===== config.mk =====
export PLATFORM = sky130hd
export DESIGN_NAME = kdci_lane
export DESIGN_NICKNAME = d
export VERILOG_FILES = /design/src/sv/kdci_pkg.sv /design/src/sv/kdci_lane.sv
export SDC_FILE = /design/constraint.sdc
export NUM_CORES = 2
export LEC_CHECK = 0
export BUFFER_PORTS_ARGS = -buffer_cell sky130_fd_sc_hd__buf_4
export CAP_MARGIN = 20
export CORE_ASPECT_RATIO = 0.75
export CORE_MARGIN = 2
export CORE_UTILIZATION = 50
export CTS_CLUSTER_SIZE = 24
export DETAILED_ROUTE_END_ITERATION = 10
export GPL_ROUTABILITY_DRIVEN = 1
export GPL_TIMING_DRIVEN = 0
export PLACE_DENSITY = 0.69
export SLEW_MARGIN = 20
export SYNTH_ARGS = -nofsm -noshare
export SYNTH_HDL_FRONTEND = slang
export SYNTH_SLANG_ARGS = --single-unit
export TNS_END_PERCENT = 5

===== constraint.sdc =====
create_clock -name clk -period 12.28 [get_ports clk]
set_input_delay 2.456 -clock clk [delete_from_list [all_inputs] [get_ports clk]]
set_output_delay 2.456 -clock clk [all_outputs]
set_load 0.03 [all_outputs]

===== src/sv/kdci_pkg.sv =====
// Shared types and constants for the two-axis kinematic integrator.
`default_nettype none
package kdci_pkg;

  localparam int unsigned QW     = 32;
  localparam int unsigned MAGW   = 31;
  localparam int unsigned DTW    = 16;
  localparam int unsigned CFG_IW = 3;

  // Configuration register indexes.
  localparam logic [CFG_IW-1:0] REG_ACCEL_X  = 3'd0;
  localparam logic [CFG_IW-1:0] REG_ACCEL_Y  = 3'd1;
  localparam logic [CFG_IW-1:0] REG_DRAG_X   = 3'd2;
  localparam logic [CFG_IW-1:0] REG_DRAG_Y   = 3'd3;
  localparam logic [CFG_IW-1:0] REG_MAX_X    = 3'd4;
  localparam logic [CFG_IW-1:0] REG_MAX_Y    = 3'd5;
  localparam logic [CFG_IW-1:0] REG_LIMIT_EN = 3'd6;

  localparam logic ACT_ADVANCE = 1'b0;
  localparam logic ACT_LOAD    = 1'b1;

  // Sequencer phase in which both lanes have their results ready to commit.
  localparam logic [2:0] LAST_PHASE = 3'd4;

  typedef struct packed {
    logic                   action;
    logic [DTW-1:0]         elapsed;
    logic signed [QW-1:0]   load_pos_x;
    logic signed [QW-1:0]   load_pos_y;
    logic signed [QW-1:0]   load_vel_x;
    logic signed [QW-1:0]   load_vel_y;
  } in_item_t;

  typedef struct packed {
    logic signed [QW-1:0]   pos_x;
    logic signed [QW-1:0]   pos_y;
    logic signed [QW-1:0]   vel_x;
    logic signed [QW-1:0]   vel_y;
    logic                   moved;
    logic                   saturated;
  } out_item_t;

  typedef struct packed {
    logic signed [QW-1:0]   accel;
    logic [MAGW-1:0]        drag;
    logic [MAGW-1:0]        max_speed;
    logic                   limit_on;
  } axis_cfg_t;

  typedef struct packed {
    logic signed [QW-1:0]   pos;
    logic signed [QW-1:0]   vel;
    logic                   moved;
    logic                   saturated;
  } axis_res_t;

endpackage
`default_nettype wire


===== src/sv/kdci_lane.sv =====
// One axis lane: velocity target, clamp, midpoint position update and axis state.
`default_nettype none
module kdci_lane (
  input  wire logic                               clk,
  input  wire logic                               rst_n,
  input  wire kdci_pkg::axis_cfg_t                cfg,
  input  wire logic [kdci_pkg::DTW-1:0]           dt,
  input  wire logic                               load,
  input  wire logic signed [kdci_pkg::QW-1:0]     load_pos,
  input  wire logic signed [kdci_pkg::QW-1:0]     load_vel,
  input  wire logic                               commit,
  output kdci_pkg::axis_res_t                     res
);

  logic signed [kdci_pkg::QW-1:0] pos_r, vel_r;

  logic signed [48:0] prod_r, pm_r;
  logic signed [kdci_pkg::QW-1:0] tpre_r, t_r, vmid_r;
  logic vsat2_r, vsat3_r, vsat4_r;

  logic acc_nz, drg_nz;
  logic signed [16:0] dt_s;
  logic signed [kdci_pkg::QW-1:0] mul_a;
  logic signed [48:0] prod_nxt, pm_nxt;

  assign acc_nz = (cfg.accel != '0);
  assign drg_nz = (cfg.drag != '0);
  assign dt_s   = $signed({1'b0, dt});
  assign mul_a  = acc_nz ? cfg.accel : $signed({1'b0, cfg.drag});
  assign prod_nxt = mul_a * dt_s;

  // Target velocity before the speed limit.
  logic signed [32:0] k;
  logic signed [33:0] v34, k34, s_acc, s_dn, s_dp;
  logic signed [kdci_pkg::QW-1:0] tpre_nxt;
  logic vsat_nxt;

  always_comb begin
    k     = prod_r[48:16];
    v34   = {{2{vel_r[31]}}, vel_r};
    k34   = {k[32], k};
    s_acc = v34 + k34;
    s_dn  = v34 - k34;
    s_dp  = v34 + k34;
    vsat_nxt = 1'b0;
    tpre_nxt = vel_r;
    if (acc_nz) begin
      if (s_acc[33:31] != 3'b000 && s_acc[33:31] != 3'b111) begin
        vsat_nxt = 1'b1;
        tpre_nxt = s_acc[33] ? $signed({1'b1, 31'd0}) : $signed({1'b0, {31{1'b1}}});
      end else begin
        tpre_nxt = s_acc[31:0];
      end
    end else if (drg_nz) begin
      // Drag pulls toward zero and never crosses it.
      if (!s_dn[33] && s_dn != '0) begin
        tpre_nxt = s_dn[31:0];
      end else if (s_dp[33]) begin
        tpre_nxt = s_dp[31:0];
      end else begin
        tpre_nxt = '0;
      end
    end
  end

  // Speed limit and midpoint velocity.
  logic signed [32:0] t33, v33, lim33, nlim33, tc33, d33, h33, vm33;

  always_comb begin
    t33    = {tpre_r[31], tpre_r};
    v33    = {vel_r[31], vel_r};
    lim33  = $signed({2'b00, cfg.max_speed});
    nlim33 = -lim33;
    tc33   = t33;
    if (cfg.limit_on && tpre_r != '0) begin
      if (t33 > lim33) begin
        tc33 = lim33;
      end else if (t33 < nlim33) begin
        tc33 = nlim33;
      end
    end
    d33  = tc33 - v33;
    h33  = d33 >>> 1;
    vm33 = v33 + h33;
  end

  assign pm_nxt = vmid_r * dt_s;

  // Position update with saturation.
  logic signed [32:0] delta;
  logic signed [33:0] psum;
  logic signed [kdci_pkg::QW-1:0] pos_adv, pos_nxt, vel_nxt;
  logic psat, sat_nxt;

  always_comb begin
    delta = pm_r[48:16];
    psum  = {{2{pos_r[31]}}, pos_r} + {delta[32], delta};
    psat  = (psum[33:31] != 3'b000 && psum[33:31] != 3'b111);
    if (psat) begin
      pos_adv = psum[33] ? $signed({1'b1, 31'd0}) : $signed({1'b0, {31{1'b1}}});
    end else begin
      pos_adv = psum[31:0];
    end
    if (load) begin
      pos_nxt = load_pos;
      vel_nxt = load_vel;
      sat_nxt = 1'b0;
    end else begin
      pos_nxt = pos_adv;
      vel_nxt = t_r;
      sat_nxt = psat | vsat4_r;
    end
  end

  assign res.pos       = pos_nxt;
  assign res.vel       = vel_nxt;
  assign res.moved     = (pos_nxt != pos_r);
  assign res.saturated = sat_nxt;

  // The stages run freely; item and lane state hold steady in flight, but configuration is not held.
  always_ff @(posedge clk) begin
    prod_r  <= prod_nxt;
    tpre_r  <= tpre_nxt;
    vsat2_r <= vsat_nxt;
    t_r     <= tc33[31:0];
    vmid_r  <= vm33[31:0];
    vsat3_r <= vsat2_r;
    pm_r    <= pm_nxt;
    vsat4_r <= vsat3_r;
  end

  always_ff @(posedge clk) begin
    if (!rst_n) begin
      pos_r <= '0;
      vel_r <= '0;
    end else if (commit) begin
      pos_r <= pos_nxt;
      vel_r <= vel_nxt;
    end
  end

endmodule
`default_nettype wire


* Yosys cells after proc, flatten, opt, wreduce, memory -nomap -nowiden
Cells that the tools add are included.
Storage, ports and cells: flip-flop bits (word level) 261, logic and storage cells 51
Operators by class: $add $sub $neg 6, multipliers 2, order comparisons 2, equality and inequality tests 3, mux-type cells 16, bitwise operators 1, reductions and logical operators 11
Operator list (count):
- $mux W32 | 11
- $mux W33 | 3
- $mul A32 B17 Y49 | 2
- $add A32 B33 Y34 | 2
- $reduce_bool A32 Y1 | 2
- $reduce_bool A34 Y1 | 1
- $sub A32 B33 Y34 | 1
- $lt A32 B33 Y1 | 1
- $neg A31 Y33 | 1
- $sub A33 B32 Y33 | 1
- $add A32 B32 Y32 | 1
- $gt A32 B32 Y1 | 1
- $ne A32 B32 Y1 | 1
- $reduce_bool A31 Y1 | 1
- $ne A3 B3 Y1 const B | 2
- $reduce_bool A3 Y1 | 2
- $logic_and A1 B1 Y1 | 4
- $mux W1 | 2
- $logic_not A1 Y1 | 1
- $or A1 B1 Y1 | 1

* Depth between registers and ports, before layout
word-level depth 7, gate-level depth with buffers 48

* Least setup slack after synthesis
Ideal clock, no wire load.
kind input-to-reg, start point input cfg[1] (netlist name), end point register vmid_r[31] (netlist name), library setup time 0.120 ns, data arrival time 11.050 ns, setup slack 1.110 ns, stages 45, buffers on the path 2, cell sequence inv_1 ha_1 nand3_1 nor3_2 nand3_1 or3_1 nor2_1 nand3_1 or3_1 or3_1 clkbuf_1 nor3_1 xnor2_1 ha_1 a21o_1 a21o_1 a221oi_1 nor2b_1 [... 9 more ...] mux2i_1 a21oi_1 nor2_1 o21ai_0 a311o_1 xor2_1 ha_1 a21o_1 a22oi_1 nand3_1 nand3_1 and4_1 o21ai_0 a41o_1 nor4_1 o41ai_1 xnor2_1 xnor2_1
On the way: cells in the longest elaborated chain, start to end 7, elaborated cells between the ends (all ways) 8, those cells by class add/sub (3); order compare (2); mux (3)
Ends and longest elaborated chain:
- start, declared | line kdci_lane.sv:6 | input wire kdci_pkg::axis_cfg_t cfg,
- $neg A31 Y33 | line kdci_lane.sv:73 | nlim33 = -lim33;
- $lt A32 B33 Y1 | line kdci_lane.sv:78 | end else if (t33 < nlim33) begin
- $mux W33 | line kdci_lane.sv:78
- $mux W33 * | line kdci_lane.sv:76 | if (t33 > lim33) begin
- $mux W33 * | line kdci_lane.sv:75 | if (cfg.limit_on && tpre_r != '0) begin
- net tc33[1] | line kdci_lane.sv:67 | logic signed [32:0] t33, v33, lim33, nlim33, tc33, d33, h33, vm33;
- $sub A33 B32 Y33 * | line kdci_lane.sv:82 | d33 = tc33 - v33;
- $add A32 B32 Y32 * | line kdci_lane.sv:84 | vm33 = v33 + h33;
- net vm33[31] | line kdci_lane.sv:67
- end signal, assigned | line kdci_lane.sv:126 | vmid_r <= vm33[31:0];
- end, declared | line kdci_lane.sv:18 | logic signed [kdci_pkg::QW-1:0] tpre_r, t_r, vmid_r;
Mark *: on every way through the listed nets, which the timed path passes. The rest lies on a longest branch. A chain may end at the register's enable or synchronous reset.

* Worst setup path after layout
start point input cfg[79] (netlist name), end point register prod_r[44]
On the way: cells in the longest elaborated chain, start to end 3
Ends and longest elaborated chain:
- $reduce_bool A32 Y1 | line kdci_lane.sv:26 | assign acc_nz = (cfg.accel != '0);
- $mux W32 * | line kdci_lane.sv:29 | assign mul_a = acc_nz ? cfg.accel : $signed({1'b0, cfg.drag});
- $mul A32 B17 Y49 * | line kdci_lane.sv:30 | assign prod_nxt = mul_a * dt_s;
- net prod_nxt[44] | line kdci_lane.sv:24 | logic signed [48:0] prod_nxt, pm_nxt;
- end signal, assigned | line kdci_lane.sv:122 | prod_r <= prod_nxt;
- end, declared | line kdci_lane.sv:17 | logic signed [48:0] prod_r, pm_r;
Marks and branches as above.

==> impl_metrics.py <==
metrics = {
    "route": {
        "drc": 0,
        "via_count": 45800,
        "vias_per_cell": 5.69,
        "routed_wl_mm": 183,
        "drt_iter0_drc": 5127,
        "wl_per_cell_um": 22.7,
        "ant_nets": 0,
        "firstDrtPassIters": 6,
    },
    "floorplanning": {
        "dieWidth_um": 383,
        "die-area_um2": 110000,
        "start_util": 0.503,
        "core_um2": 107000,
        "die_y_um": 288,
        "io_pins": 245,
        "core.rowCount": 104,
    },
    "place": {
        "hpwl_mm": 155,
        "dp_slack_ns": -2.27,
        "io_buffers": 226,
        "dpl.cell_count": 7988,
        "gp_congestion": 1.01,
    },
    "clock_network": {
        "clkLatencyLatePin_ns": 0.62,
        "cts_tree": "built",
        "ctsHoldBuffers": 0,
        "cts.sinks": 229,
        "cts_root_buf": "clkbuf_16",
        "cts_max_path_buffers": 3,
        "cts_made_buffers": 26,
        "clkSlewWorstSetupHoldPaths_ns": 0.07,
        "htree_num_levels": 1,
    },
    "sta": {
        "tns_ns": 0,
        "slew_viol_final": 0,
        "max_clock_freq_ghz": 0.0826,
        "period_share": 0.986,
        "clock_skew_ns": 0.0504,
        "relSlewSlack": 0.135,
        "min_period_ns": 12.11,
        "worst_slack_ns": 0.173,
        "tightest_slew_ns": 1.29,
        "grt_setup_unrepaired": "yes",
        "hold_violations": 0,
        "setup_viol_count_final": 0,
    },
    "finish": {
        "nNetsFinal": 8209,
        "final_cell_count_no_fill": 8050,
        "areaGrowthSynthToFinish_pct": 8.73,
        "drive_gt1_frac": 0.0626,
    },
    "worst_setup_path": {
        "worstPathRequired_ns": 12.76,
        "path_max_fanout": 10,
        "worstSetupPathDepth": 34,
        "startpoint_type": "input port",
        "crit_type": "input port to flip-flop",
        "cp_num_buf_inv": 9,
        "endpoint_kind": "flip-flop",
        "critPathMostFrequentCell": "fa_1",
        "slowest_delay_ns": 0.57,
        "r2r_cells": 29,
        "arrival_ns": 12.59,
        "slowest_stage": "a21oi_1",
        "path_delay_family": "adder cells",
    },
    "job": {
        "cap_viol_max_count": 0,
    },
    "min_path": {
        "min_path_cells": 0,
        "hold_class": "flip-flop to flip-flop",
    },
    "yosys": {
        "netlist_area_um2": 53900,
        "syn_avg_cell_area_um2": 8.51,
        "ys_seq_elements": 229,
        "synth_cell_types": 97,
        "syn_nets": 7945,
        "ys.flop_type": "dfxtp_1",
        "synth_edf_count": 0,
        "async_reset_ff_frac": 0,
        "yosysWarnings": 0,
        "netlist_instances": 6331,
        "ys_seq_area_frac": 0.0851,
    },
    "grt": {
        "grt_max_degree": 17,
        "grt_antenna_before_repair": 11,
        "grt_overflow": 0,
        "first_global_vias": 45400,
        "grt_pass1_wl_mm": 275,
        "gr-usage-all-layers": 0.330,
    },
    "outcome": {
        "status": "finished clean",
    },
}
## kinds of logic after synthesis
logic type                 count (synthesis)  share of synthesized area
DFF                                      229                     0.0851
and+or+nand+nor                         1942                      0.171
muxes                                     87                     0.0169
xor gates and xnor gates                 249                     0.0405
buffers and inverters                   1504                      0.106
adders and majority gates               1435                      0.470
AOI/OAI and AO/OA                        885                      0.110
## metrics by stage
step	cell area [um2]	hold WS, ns	utilization
5_1_grt	58600	0.334	0.547
3_3_place_gp	57300	0.311	0.535
4_1_cts	58400	0.332	0.545
2_1_floorplan	53900	0.310	-
3_5_place_dp	57400	0.314	0.536
6_report	58600	0.329	0.547
## layout make-up
cell class                      instances  area [um2]
Antenna cell                            4        10.0
Buffer                                272        1110
Clock buffer                           26         651
Clock inverter                         22         255
Fill cell                            9956       48500
Inverter                             1232        4620
Multi-Input combinational cell       4598       43800
Sequential cell                       229        4580
Tap cell                             1431        1790
Timing Repair Buffer                  236        1770
## timing repair
item	4_1_cts	5_1_grt
pin swaps	4	8
setup endpoints to repair	24	15
buffers inserted	2	8
resized for setup	28	26
## metal layers
layer  share of wire  global-route usage  routed length, um
met4           0.034              0.0949               6230
met5               0                   0                  0
met2            0.40               0.459              73400
met3            0.14               0.126              24800
met1            0.43               0.476              78100
## cells in the mapped netlist (35+ instances only)
master / number / area (um2)
nor3_1: 67 / 335
nor4_1: 39 / 244
o21a_1: 35 / 263
ha_1: 456 / 5710
clkbuf_1: 224 / 841
dfxtp_1: 229 / 4580
o211ai_1: 35 / 263
nand2_1: 835 / 3130
nor2b_1: 40 / 250
mux2i_1: 55 / 551
nand3_1: 76 / 380
a21oi_1: 239 / 1200
and2_1: 390 / 2440
nand4_1: 41 / 257
fa_1: 979 / 19600
o21ai_0: 142 / 711
nand2b_1: 37 / 231
nor2_1: 307 / 1150
a21o_1: 127 / 953
inv_1: 1228 / 4610
xor2_1: 52 / 455
xnor2_1: 197 / 1730
## registers in the layout, indices dropped and copies added, names as in the netlist
signal,cells
vmid_r,32
prod_r,33
vsat4_r,1
vel_r,32
vsat2_r,1
t_r,32
pos_r,32
pm_r,33
vsat3_r,1
tpre_r,32
## cells in the final DEF (no fill, tap or decap), drive strengths merged, types with 127 or more instances in the layout
cell,n
a21o,127
a21oi,240
and2,390
buf,283
clkbuf,251
dfxtp,229
fa,979
ha,456
inv,1239
nand2,835
nor2,308
o21ai,150
xnor2,197
## path summary, 6_finish.rpt
path                   start          to  slack [ns]
setup / recovery     cfg[79]  prod_r[44]        0.17
hold / removal       vsat3_r     vsat4_r        0.33
setup reg to reg  tpre_r[14]  vmid_r[31]        3.06
hold reg to reg      vsat3_r     vsat4_r        0.33
Power is not shown: default switching activity piles up to over one toggle a cycle in this logic, so the estimate is an artifact.
